<file path="config.mk">
export PLATFORM = sky130hd
export DESIGN_NAME = offset_removed_rms_meter
export DESIGN_NICKNAME = d
export VERILOG_FILES = /design/src/hw/rtl/orm_pkg.sv /design/src/hw/rtl/orm_queue.sv /design/src/hw/rtl/orm_front.sv /design/src/hw/rtl/orm_divsqrt.sv /design/src/hw/rtl/orm_back.sv /design/src/hw/rtl/offset_removed_rms_meter.sv
export SDC_FILE = /design/constraint.sdc
export NUM_CORES = 2
export LEC_CHECK = 0
export BUFFER_PORTS_ARGS = -buffer_cell sky130_fd_sc_hd__buf_2
export CORE_UTILIZATION = 30
export DETAILED_ROUTE_END_ITERATION = 10
export PLACE_DENSITY = 0.4
export SYNTH_ARGS = -nofsm -noshare
export SYNTH_HDL_FRONTEND = slang
export SYNTH_SLANG_ARGS = --single-unit
</file>
<file path="constraint.sdc">
create_clock -name i_clk -period 9.1 [get_ports i_clk]
set_input_delay 1.82 -clock i_clk [delete_from_list [all_inputs] [get_ports i_clk]]
set_output_delay 1.82 -clock i_clk [all_outputs]
set_load 0.01 [all_outputs]
</file>
<file path="src/hw/rtl/orm_pkg.sv">
// Shared types and constants of the offset-removed RMS meter.
`default_nettype none

package orm_pkg;

    localparam int LEN_W      = 13;                 // window length register width
    localparam logic [LEN_W-1:0] LEN_RESET = 13'd1000;
    localparam int LVL_W      = 16;                 // result fields, 1/16 mV
    localparam int SQ_W       = 48;                 // square sum width
    localparam int DIV_STEPS  = SQ_W;               // one quotient bit per cycle
    localparam int SQRT_STEPS = SQ_W / 2;           // one root bit per cycle
    localparam int STEP_W     = $clog2(DIV_STEPS + 1);
    localparam int Q_DEPTH    = 4;
    localparam int Q_PTR_W    = $clog2(Q_DEPTH);

    // Classification attached to each sample by the front end
    typedef struct packed {
        logic             rms;   // sample belongs to the rms window
        logic             last;  // sample closes its window
        logic [LEN_W-1:0] len;   // effective window length
    } t_tag;

    typedef enum logic [1:0] {
        DS_IDLE,
        DS_DIV,
        DS_SQRT
    } t_ds_state;

    typedef enum logic [2:0] {
        BK_IDLE,
        BK_MAC,
        BK_ODIV,
        BK_RDIV,
        BK_EMIT
    } t_bk_state;

    typedef struct packed {
        logic res_load;   // result moves into the output register
        logic unit_busy;  // divide / root unit is running
    } t_bk_stat;

endpackage

`default_nettype wire

</file>
<file path="src/hw/rtl/orm_queue.sv">
// Short FIFO between the front end and the back end.
`default_nettype none

module orm_queue #(
    parameter int W = 16
) (
    input  wire logic         i_clk,
    input  wire logic         i_rst_n,
    input  wire logic         i_push,
    input  wire logic [W-1:0] i_data,
    input  wire logic         i_pop,
    output logic [W-1:0]      o_data,
    output logic              o_full,
    output logic              o_empty
);

    logic [W-1:0]                 r_mem [orm_pkg::Q_DEPTH];
    logic [orm_pkg::Q_PTR_W-1:0]  r_wp;
    logic [orm_pkg::Q_PTR_W-1:0]  r_rp;
    logic [orm_pkg::Q_PTR_W:0]    r_cnt;

    assign o_full  = (r_cnt == (orm_pkg::Q_PTR_W + 1)'(orm_pkg::Q_DEPTH));
    assign o_empty = (r_cnt == '0);
    assign o_data  = r_mem[r_rp];

    always_ff @(posedge i_clk) begin
        if (!i_rst_n) begin
            r_wp  <= '0;
            r_rp  <= '0;
            r_cnt <= '0;
        end else begin
            if (i_push) begin
                r_wp <= r_wp + 1'b1;
            end
            if (i_pop) begin
                r_rp <= r_rp + 1'b1;
            end
            if (i_push && !i_pop) begin
                r_cnt <= r_cnt + 1'b1;
            end else if (!i_push && i_pop) begin
                r_cnt <= r_cnt - 1'b1;
            end
        end
    end

    always_ff @(posedge i_clk) begin
        if (i_push) begin
            r_mem[r_wp] <= i_data;
        end
    end

endmodule

`default_nettype wire

</file>
<file path="src/hw/rtl/orm_front.sv">
// Front end: window length register, sample acceptance and window tagging.
`default_nettype none

module orm_front #(
    parameter int MAX_WINDOW = 4096
) (
    input  wire logic                      i_clk,
    input  wire logic                      i_rst_n,
    input  wire logic                      i_cfg_valid,
    output logic                           o_cfg_ready,
    input  wire logic [orm_pkg::LEN_W-1:0] i_cfg_data,
    input  wire logic                      i_valid,
    output logic                           o_ready,
    input  wire logic                      i_q_full,
    output logic                           o_push,
    output orm_pkg::t_tag                  o_tag
);

    logic [orm_pkg::LEN_W-1:0] r_len;
    logic [orm_pkg::LEN_W-1:0] r_count;
    logic                      r_rms;
    logic [orm_pkg::LEN_W-1:0] w_len0;
    logic [orm_pkg::LEN_W-1:0] w_eff;
    logic                      w_last;

    // zero means one, clamp at the largest window
    always_comb begin
        w_len0 = (r_len == '0) ? orm_pkg::LEN_W'(1) : r_len;
        w_eff  = (32'(w_len0) > 32'(MAX_WINDOW)) ? orm_pkg::LEN_W'(MAX_WINDOW) : w_len0;
        w_last = (({1'b0, r_count} + 1'b1) >= {1'b0, w_eff});
    end

    assign o_cfg_ready = 1'b1;
    assign o_ready     = !i_q_full;
    assign o_push      = i_valid && !i_q_full;
    assign o_tag       = '{rms: r_rms, last: w_last, len: w_eff};

    always_ff @(posedge i_clk) begin
        if (!i_rst_n) begin
            r_len   <= orm_pkg::LEN_RESET;
            r_count <= '0;
            r_rms   <= 1'b0;
        end else begin
            if (i_cfg_valid) begin
                r_len <= i_cfg_data;
            end
            if (o_push) begin
                if (w_last) begin
                    r_count <= '0;
                    r_rms   <= !r_rms;
                end else begin
                    r_count <= r_count + 1'b1;
                end
            end
        end
    end

endmodule

`default_nettype wire

</file>
<file path="src/hw/rtl/orm_divsqrt.sv">
// Shared bit-serial divider with optional integer square root of the quotient.
`default_nettype none

module orm_divsqrt (
    input  wire logic                      i_clk,
    input  wire logic                      i_rst_n,
    input  wire logic                      i_start,
    input  wire logic                      i_do_sqrt,
    input  wire logic [orm_pkg::SQ_W-1:0]  i_dividend,
    input  wire logic [orm_pkg::LEN_W-1:0] i_divisor,
    output logic                           o_done,
    output logic                           o_busy,
    output logic [orm_pkg::LVL_W-1:0]      o_result
);

    localparam int SQ_W   = orm_pkg::SQ_W;
    localparam int REM_W  = orm_pkg::LEN_W;
    localparam int STEP_W = orm_pkg::STEP_W;

    orm_pkg::t_ds_state r_state;
    orm_pkg::t_ds_state n_state;
    logic               r_done;
    logic               n_done;
    logic [STEP_W-1:0]  r_cnt;
    logic [SQ_W-1:0]    r_a;      // dividend in, quotient out, then root remainder
    logic [REM_W-1:0]   r_rem;
    logic [REM_W-1:0]   r_d;
    logic               r_sqrt;
    logic [SQ_W-1:0]    r_res;
    logic [SQ_W-1:0]    r_bit;

    logic [REM_W:0]     w_trial;
    logic [REM_W:0]     w_sub;
    logic               w_qbit;
    logic [SQ_W-1:0]    w_sum;
    logic               w_sge;
    logic               w_div_last;
    logic               w_sqrt_last;

    always_comb begin
        w_trial     = {r_rem, r_a[SQ_W-1]};
        w_qbit      = (w_trial >= {1'b0, r_d});
        w_sub       = w_trial - {1'b0, r_d};
        w_sum       = r_res + r_bit;
        w_sge       = (r_a >= w_sum);
        w_div_last  = (r_cnt == STEP_W'(orm_pkg::DIV_STEPS - 1));
        w_sqrt_last = (r_cnt == STEP_W'(orm_pkg::SQRT_STEPS - 1));
    end

    // next state
    always_comb begin
        n_state = r_state;
        case (r_state)
            orm_pkg::DS_IDLE: begin
                if (i_start) begin
                    n_state = orm_pkg::DS_DIV;
                end
            end
            orm_pkg::DS_DIV: begin
                if (w_div_last) begin
                    n_state = r_sqrt ? orm_pkg::DS_SQRT : orm_pkg::DS_IDLE;
                end
            end
            orm_pkg::DS_SQRT: begin
                if (w_sqrt_last) begin
                    n_state = orm_pkg::DS_IDLE;
                end
            end
            default: n_state = orm_pkg::DS_IDLE;
        endcase
    end

    // outputs
    always_comb begin
        n_done = ((r_state == orm_pkg::DS_DIV) && w_div_last && !r_sqrt) ||
                 ((r_state == orm_pkg::DS_SQRT) && w_sqrt_last);
        o_done   = r_done;
        o_busy   = (r_state != orm_pkg::DS_IDLE);
        o_result = r_sqrt ? r_res[orm_pkg::LVL_W-1:0] : r_a[orm_pkg::LVL_W-1:0];
    end

    always_ff @(posedge i_clk) begin
        if (!i_rst_n) begin
            r_state <= orm_pkg::DS_IDLE;
            r_done  <= 1'b0;
        end else begin
            r_state <= n_state;
            r_done  <= n_done;
        end
    end

    always_ff @(posedge i_clk) begin
        case (r_state)
            orm_pkg::DS_IDLE: begin
                if (i_start) begin
                    r_a    <= i_dividend;
                    r_rem  <= '0;
                    r_d    <= i_divisor;
                    r_sqrt <= i_do_sqrt;
                    r_cnt  <= '0;
                end
            end
            orm_pkg::DS_DIV: begin
                r_a   <= {r_a[SQ_W-2:0], w_qbit};
                r_rem <= w_qbit ? w_sub[REM_W-1:0] : w_trial[REM_W-1:0];
                r_cnt <= w_div_last ? '0 : r_cnt + 1'b1;
                r_res <= '0;
                r_bit <= SQ_W'(1) << (SQ_W - 2);
            end
            orm_pkg::DS_SQRT: begin
                if (w_sge) begin
                    r_a   <= r_a - w_sum;
                    r_res <= (r_res >> 1) + r_bit;
                end else begin
                    r_res <= r_res >> 1;
                end
                r_bit <= r_bit >> 2;
                r_cnt <= r_cnt + 1'b1;
            end
            default: ;
        endcase
    end

endmodule

`default_nettype wire

</file>
<file path="src/hw/rtl/orm_back.sv">
// Back end: window accumulation, divide / root sequencing and result register.
`default_nettype none

module orm_back #(
    parameter int SAMPLE_BITS = 12
) (
    input  wire logic                         i_clk,
    input  wire logic                         i_rst_n,
    input  wire logic                         i_q_empty,
    input  wire logic [SAMPLE_BITS-1:0]       i_q_sample,
    input  wire orm_pkg::t_tag                i_q_tag,
    output logic                              o_pop,
    output logic                              o_start,
    output logic                              o_do_sqrt,
    output logic [orm_pkg::SQ_W-1:0]          o_dividend,
    output logic [orm_pkg::LEN_W-1:0]         o_divisor,
    input  wire logic                         i_done,
    input  wire logic                         i_busy,
    input  wire logic [orm_pkg::LVL_W-1:0]    i_result,
    output logic                              o_valid,
    input  wire logic                         i_ready,
    output logic [orm_pkg::LVL_W-1:0]         o_offset,
    output logic [orm_pkg::LVL_W-1:0]         o_rms,
    output orm_pkg::t_bk_stat                 o_stat
);

    localparam int SUM_W = SAMPLE_BITS + orm_pkg::LEN_W;
    localparam int MAG_W = (SAMPLE_BITS + 4 > orm_pkg::LVL_W) ? SAMPLE_BITS + 4 : orm_pkg::LVL_W;
    localparam int SQ_W  = orm_pkg::SQ_W;

    orm_pkg::t_bk_state          r_state;
    orm_pkg::t_bk_state          n_state;
    logic [SUM_W-1:0]            r_sum;
    logic [SQ_W-1:0]             r_sq;
    logic [orm_pkg::LVL_W-1:0]   r_off;
    logic [orm_pkg::LVL_W-1:0]   r_rms_val;
    logic [MAG_W-1:0]            r_mag;
    logic                        r_last;
    logic [orm_pkg::LEN_W-1:0]   r_len;
    logic                        r_ovalid;
    logic [orm_pkg::LVL_W-1:0]   r_out_off;
    logic [orm_pkg::LVL_W-1:0]   r_out_rms;

    logic [SUM_W-1:0]            w_sum_nx;
    logic signed [MAG_W:0]       w_diff;
    logic [MAG_W:0]              w_abs;
    logic [2*MAG_W-1:0]          w_prod;
    logic [SQ_W-1:0]             w_sq_nx;
    logic                        w_take;
    logic                        w_load;

    always_comb begin
        w_sum_nx = r_sum + SUM_W'(i_q_sample);
        w_diff   = $signed((MAG_W + 1)'({i_q_sample, 4'b0000})) -
                   $signed((MAG_W + 1)'(r_off));
        w_abs    = w_diff[MAG_W] ? (MAG_W + 1)'(-w_diff) : (MAG_W + 1)'(w_diff);
        w_prod   = r_mag * r_mag;
        w_sq_nx  = r_sq + SQ_W'(w_prod);
        w_take   = (r_state == orm_pkg::BK_IDLE) && !i_q_empty;
        w_load   = (r_state == orm_pkg::BK_EMIT) && (!r_ovalid || i_ready);
    end

    // next state
    always_comb begin
        n_state = r_state;
        case (r_state)
            orm_pkg::BK_IDLE: begin
                if (!i_q_empty) begin
                    if (i_q_tag.rms) begin
                        n_state = orm_pkg::BK_MAC;
                    end else if (i_q_tag.last) begin
                        n_state = orm_pkg::BK_ODIV;
                    end
                end
            end
            orm_pkg::BK_MAC: begin
                n_state = r_last ? orm_pkg::BK_RDIV : orm_pkg::BK_IDLE;
            end
            orm_pkg::BK_ODIV: begin
                if (i_done) begin
                    n_state = orm_pkg::BK_IDLE;
                end
            end
            orm_pkg::BK_RDIV: begin
                if (i_done) begin
                    n_state = orm_pkg::BK_EMIT;
                end
            end
            orm_pkg::BK_EMIT: begin
                if (w_load) begin
                    n_state = orm_pkg::BK_IDLE;
                end
            end
            default: n_state = orm_pkg::BK_IDLE;
        endcase
    end

    // outputs
    always_comb begin
        o_pop      = w_take;
        o_start    = (w_take && !i_q_tag.rms && i_q_tag.last) ||
                     ((r_state == orm_pkg::BK_MAC) && r_last);
        o_do_sqrt  = (r_state == orm_pkg::BK_MAC);
        o_dividend = (r_state == orm_pkg::BK_MAC) ? w_sq_nx : SQ_W'({w_sum_nx, 4'b0000});
        o_divisor  = (r_state == orm_pkg::BK_MAC) ? r_len : i_q_tag.len;
        o_valid    = r_ovalid;
        o_offset   = r_out_off;
        o_rms      = r_out_rms;
        o_stat     = '{res_load: w_load, unit_busy: i_busy};
    end

    always_ff @(posedge i_clk) begin
        if (!i_rst_n) begin
            r_state  <= orm_pkg::BK_IDLE;
            r_sum    <= '0;
            r_sq     <= '0;
            r_off    <= '0;
            r_ovalid <= 1'b0;
        end else begin
            r_state <= n_state;
            if (w_take && !i_q_tag.rms) begin
                r_sum <= i_q_tag.last ? '0 : w_sum_nx;
            end
            if (r_state == orm_pkg::BK_MAC) begin
                r_sq <= r_last ? '0 : w_sq_nx;
            end
            if ((r_state == orm_pkg::BK_ODIV) && i_done) begin
                r_off <= i_result;
            end
            if (w_load) begin
                r_ovalid <= 1'b1;
            end else if (i_ready) begin
                r_ovalid <= 1'b0;
            end
        end
    end

    always_ff @(posedge i_clk) begin
        if (w_take && i_q_tag.rms) begin
            r_mag  <= w_abs[MAG_W-1:0];
            r_last <= i_q_tag.last;
            r_len  <= i_q_tag.len;
        end
        if ((r_state == orm_pkg::BK_RDIV) && i_done) begin
            r_rms_val <= i_result;
        end
        if (w_load) begin
            r_out_off <= r_off;
            r_out_rms <= r_rms_val;
        end
    end

endmodule

`default_nettype wire

</file>
<file path="src/hw/rtl/offset_removed_rms_meter.sv">
// Back end: an offset-window sample is taken in BK_IDLE; an rms-window sample also passes BK_MAC.
// Offset window close: bit-serial divide; rms window close: bit-serial divide
// plus integer root, then the result is loaded into the output register in BK_EMIT.
// Throughput: front takes one sample per cycle into a 4-entry queue while it is not full;
// the back end takes no samples while the shared divide / root unit runs.
// Reset: synchronous active-low; window length returns to 1000, offset phase, sums zero.
`default_nettype none

module offset_removed_rms_meter #(
    parameter int MAX_WINDOW  = 4096,
    parameter int SAMPLE_BITS = 12
) (
    input  wire logic                       i_clk,
    input  wire logic                       i_rst_n,
    // window length write channel
    input  wire logic                       i_cfg_valid,
    output logic                            o_cfg_ready,
    input  wire logic [orm_pkg::LEN_W-1:0]  i_cfg_data,
    // sample stream
    input  wire logic                       i_s_tvalid,
    output logic                            o_s_tready,
    input  wire logic [((SAMPLE_BITS+7)/8)*8-1:0] i_s_tdata,  // [SAMPLE_BITS-1:0] sample_mv
    // result stream
    output logic                            o_m_tvalid,
    input  wire logic                       i_m_tready,
    output logic [2*orm_pkg::LVL_W-1:0]     o_m_tdata   // [15:0] offset_level, [31:16] rms_level
);

    localparam int Q_W = SAMPLE_BITS + $bits(orm_pkg::t_tag);

    // front to queue
    logic                        w_push;
    orm_pkg::t_tag               w_tag;
    logic                        w_q_full;
    logic                        w_q_empty;
    logic [Q_W-1:0]              w_q_data;
    logic                        w_pop;

    // back to divide / root unit
    logic                        w_start;
    logic                        w_do_sqrt;
    logic [orm_pkg::SQ_W-1:0]    w_dividend;
    logic [orm_pkg::LEN_W-1:0]   w_divisor;
    logic                        w_done;
    logic                        w_busy;
    logic [orm_pkg::LVL_W-1:0]   w_result;
    orm_pkg::t_bk_stat           w_stat;

    logic [orm_pkg::LVL_W-1:0]   w_offset;
    logic [orm_pkg::LVL_W-1:0]   w_rms;

    // Front end: owns the window length, counts samples and marks each one with its
    // window and whether it closes it. Sample bits above SAMPLE_BITS are dropped at the queue input.
    orm_front #(
        .MAX_WINDOW(MAX_WINDOW)
    ) u_front (
        .i_clk       (i_clk),
        .i_rst_n     (i_rst_n),
        .i_cfg_valid (i_cfg_valid),
        .o_cfg_ready (o_cfg_ready),
        .i_cfg_data  (i_cfg_data),
        .i_valid     (i_s_tvalid),
        .o_ready     (o_s_tready),
        .i_q_full    (w_q_full),
        .o_push      (w_push),
        .o_tag       (w_tag)
    );

    // Queue lets the front keep taking samples while the back end divides.
    orm_queue #(
        .W(Q_W)
    ) u_queue (
        .i_clk   (i_clk),
        .i_rst_n (i_rst_n),
        .i_push  (w_push),
        .i_data  ({w_tag, i_s_tdata[SAMPLE_BITS-1:0]}),
        .i_pop   (w_pop),
        .o_data  (w_q_data),
        .o_full  (w_q_full),
        .o_empty (w_q_empty)
    );

    // Back end: sums samples, then squared deviations, and runs the shared unit at
    // each window close. The output register decouples the result stream.
    orm_back #(
        .SAMPLE_BITS(SAMPLE_BITS)
    ) u_back (
        .i_clk      (i_clk),
        .i_rst_n    (i_rst_n),
        .i_q_empty  (w_q_empty),
        .i_q_sample (w_q_data[SAMPLE_BITS-1:0]),
        .i_q_tag    (orm_pkg::t_tag'(w_q_data[Q_W-1:SAMPLE_BITS])),
        .o_pop      (w_pop),
        .o_start    (w_start),
        .o_do_sqrt  (w_do_sqrt),
        .o_dividend (w_dividend),
        .o_divisor  (w_divisor),
        .i_done     (w_done),
        .i_busy     (w_busy),
        .i_result   (w_result),
        .o_valid    (o_m_tvalid),
        .i_ready    (i_m_tready),
        .o_offset   (w_offset),
        .o_rms      (w_rms),
        .o_stat     (w_stat)
    );

    // One quotient bit per cycle, then one root bit per cycle for the rms window.
    orm_divsqrt u_divsqrt (
        .i_clk      (i_clk),
        .i_rst_n    (i_rst_n),
        .i_start    (w_start),
        .i_do_sqrt  (w_do_sqrt),
        .i_dividend (w_dividend),
        .i_divisor  (w_divisor),
        .o_done     (w_done),
        .o_busy     (w_busy),
        .o_result   (w_result)
    );

    assign o_m_tdata = {w_rms, w_offset};

    // A result is only loaded once the shared unit has finished.
    a_load_unit_idle: assert property (@(posedge i_clk) disable iff (!i_rst_n)
        w_stat.res_load |-> !w_stat.unit_busy)
        else $error("result loaded while divide unit busy");

    // A loaded result is presented on the next cycle.
    a_load_shows: assert property (@(posedge i_clk) disable iff (!i_rst_n)
        w_stat.res_load |=> o_m_tvalid)
        else $error("loaded result not presented");

    // Queue flags are mutually exclusive.
    a_queue_flags: assert property (@(posedge i_clk) disable iff (!i_rst_n)
        !(w_q_full && w_q_empty))
        else $error("queue both full and empty");

    // No result right after reset.
    a_reset_quiet: assert property (@(posedge i_clk)
        !i_rst_n |=> !o_m_tvalid)
        else $error("result valid after reset");

endmodule

`default_nettype wire
</file>
==> out/results.ini <==
[outcome]
status=finished, final reports clean

[cts]
cts_buffers=60
clock-sinks=471
clockBufferDepth=3
h-tree-depth=2
clk_latency_ns=0.69
cts_tree=done
cts_hold_buf=0
cts_setup_buffers=0
cts.clk_slew.worst_paths_ns=0.06
cts_root_buf=clkbuf_16
cts-resized-gates=0

[final_layout]
areaGrowthSynthToFinish_pct=11.9
final_nets=4308
drive_gt1_share_pct=8.21
fill_cells=12400

[detailed_routing]
wirelength_um=109000
drt-vias-per-instance=4.94
routedWlPerCell_um=20.0
ant_nets=0
dr.first_iter.drc_count=1351
drc=0
drt-pass1-iter-count=7
via_count=27000

[sta]
fmax_ghz=0.137
setup_viol_count_final=0
skew_ns=0.0263
fin_crit_sh_pct=80.2
grt_setup_unrepaired=no
max_slew_margin_pct=30.2
slew_viol_final=0
hold_violations=0
fin_crit_ns=7.30
setup_tns_ns=0
tightest_slew_ns=1.04

[synth]
synth_nets=4290
avgSynthCellArea_um2=9.59
synth_area_um2=36300
yosys.area.top_type_share_pct=28.0
yosys-top-cells-count=inv_1 (436), nand2_1 (397), edfxtp_1 (339), ha_1 (270), nor2_1 (261)
postSynthCellCount=3790
synth_warnings=0
synthTopCellsByArea=edfxtp_1 (28%), fa_1 (11%), ha_1 (9.3%)
synth_edf_count=339
ys_ff_latch=471
synth_area_leader_cell=edfxtp_1
ys.flop_type=edfxtp_1
synth.most_common_cell=inv_1
synth_cell_type_count=97
synthArstFlopShare_pct=0
yosysSeqAreaShare_pct=35.3

[global_routing]
grt_overflow=0
grt_pass1_vias=28000
grt_first_pass_wirelength_um=169000
track_usage_pct=18.1
grt_max_degree=61
antenna_found_initial=8

[critical_path]
arrival_ns=7.71
slowest_delay_ns=0.86
worstSetupPathType=reg -> reg
reg2reg_from=u_back.r_mag[8]$_DFFE_PP_
cp_slowest_cell=edfxtp_1
path_delay_family=adder cells
r2r_cells=23
r2r_slack_ns=1.80
end_kind=flip-flop
path_max_fanout=16
cp_data_required_time_ns=9.50
r2r_end=u_divsqrt.r_a[36]$_DFFE_PP_
path_buf_inv=6
critical_path.cell_chain=and2_1 -> inv_1 -> fa_1 -> inv_1 -> fa_1 -> inv_1 -> fa_1 -> inv_1 -> fa_1 -> fa_1 -> inv_1 -> fa_1 -> inv_1 -> ha_1 -> nand3_1 -> nor4_2 -> nand3_1 -> a21oi_1 -> o21ai_1 -> o31ai_4 -> nand3_1 -> xor2_1 -> o221ai_1
cp-start-kind=flip-flop

[placed_design]
io_buffers=63
gp_congestion=0.807
dp_hpwl_um=83100

[die]
num_rows=127
die_x_um=350
top_level_ports=69
core_um2=120000
start_util_pct=30.3
dieArea_um2=123000
die_y_um=350

[min_path]
hp-start=u_back.r_rms_val[10]$_DFFE_PP_
hold_end=u_back.o_rms[10]$_DFFE_PP_
holdPathStages=0
hold_class=reg -> reg

[job]
maxCapViolCount=0

## layer usage
metal | vias to the layer above | track usage (%) | share of wire [%]
met2 | 387 | 30.8 | 48
li1 | 13300 | - | -
met4 | 0 | 5.33 | 2.8
met5 | - | 0 | 0
met1 | 13200 | 23.8 | 46
met3 | 119 | 2.26 | 3.5
## kinds of logic after synthesis
| logic type | after synthesis | synth area share, % |
|---|---|---|
| other | 1 | 0.0103 |
| AND/OR/NAND/NOR | 1116 | 14.6 |
| flip-flops | 471 | 35.3 |
| buffers and inverters | 590 | 6.19 |
| AO/OA/AOI/OAI | 804 | 14.3 |
| multiplexers | 101 | 3.77 |
| XOR/XNOR | 241 | 5.81 |
| adder cells (fa/ha/maj) | 466 | 20.1 |
## stage by stage
stage	util [%]	std cells	hold WS, ns	worst slack [ns]	cell area, um2
2_1_floorplan	-	3790	0.400	0.715	36300
3_3_place_gp	32.1	5358	0.400	1.67	38500
3_5_place_dp	32.1	5358	0.405	1.69	38500
4_1_cts	33.9	5472	0.418	1.69	40600
5_1_grt	33.9	5472	0.417	1.29	40600
6_report	33.9	5475	0.419	1.80	40700
## layout by cell type, fill, tap and decap left out, drive strengths merged, types with 29 or more instances in the layout
master	Yosys	final
and2	86	86
o21ai	186	186
a22oi	45	45
a211oi	31	31
o21bai	29	29
nand3	64	64
dfxtp	132	132
a31oi	54	54
xor2	107	107
xnor2	134	134
edfxtp	339	339
and3	44	44
or3	30	30
mux2i	56	56
a21oi	227	227
inv	438	440
nor3	58	58
clkbuf	112	82
ha	270	270
fa	196	196
a21o	49	49
nand2	398	398
nand4	39	39
nor2b	42	42
buf	37	105
nor2	261	261
## final cells by class
type	count	area, um2	area share [%]
antenna	3	7.51	0.0185
clock buffer	82	1730	4.25
clock inverter	32	460	1.13
inverter	441	1660	4.08
multi-input combinational	2729	21300	52.5
sequential	471	12800	31.5
tap	1612	2020	4.96
timing repair buffer	105	631	1.55
## worst max-delay path by stage
stage	start	depth (start not counted)	end
2_1_floorplan	u_divsqrt.r_bit[0]$_SDFFCE_PN0N_	22	u_divsqrt.r_a[0]$_DFFE_PP_
3_3_place_gp	u_back.r_mag[8]$_DFFE_PP_	23	u_divsqrt.r_a[36]$_DFFE_PP_
3_5_place_dp	u_back.r_mag[13]$_DFFE_PP_	22	u_divsqrt.r_a[36]$_DFFE_PP_
4_1_cts	u_back.r_mag[13]$_DFFE_PP_	22	u_divsqrt.r_a[36]$_DFFE_PP_
5_1_grt	u_back.r_mag[9]$_DFFE_PP_	23	u_divsqrt.r_a[36]$_DFFE_PP_
6_report	u_back.r_mag[8]$_DFFE_PP_	23	u_divsqrt.r_a[36]$_DFFE_PP_
## state kept, by name, summed over array words and instances (netlist names), 24 cells and up, named ones only
signal           cells
u_back.r_sq         48
u_back.r_sum        25
u_divsqrt.r_res     48
u_queue.r_mem      108
u_divsqrt.r_bit     24
u_divsqrt.r_a       48
## worst reg2reg max path: stages (launching register included)
cell      delay (ns)
edfxtp_1        0.86
and2_1          0.28
inv_1           0.07
fa_1            0.50
inv_1           0.06
fa_1            0.52
inv_1           0.05
fa_1            0.47
inv_1           0.05
fa_1            0.45
fa_1            0.49
inv_1           0.05
fa_1            0.47
inv_1           0.04
ha_1            0.45
nand3_1         0.18
nor4_2          0.33
nand3_1         0.14
a21oi_1         0.15
o21ai_1         0.21
o31ai_4         0.70
nand3_1         0.21
xor2_1          0.19
o221ai_1        0.13
Power is left out: the tool's default activity adds up to more than one toggle a clock period on the data nets, which glitch-free logic cannot reach.
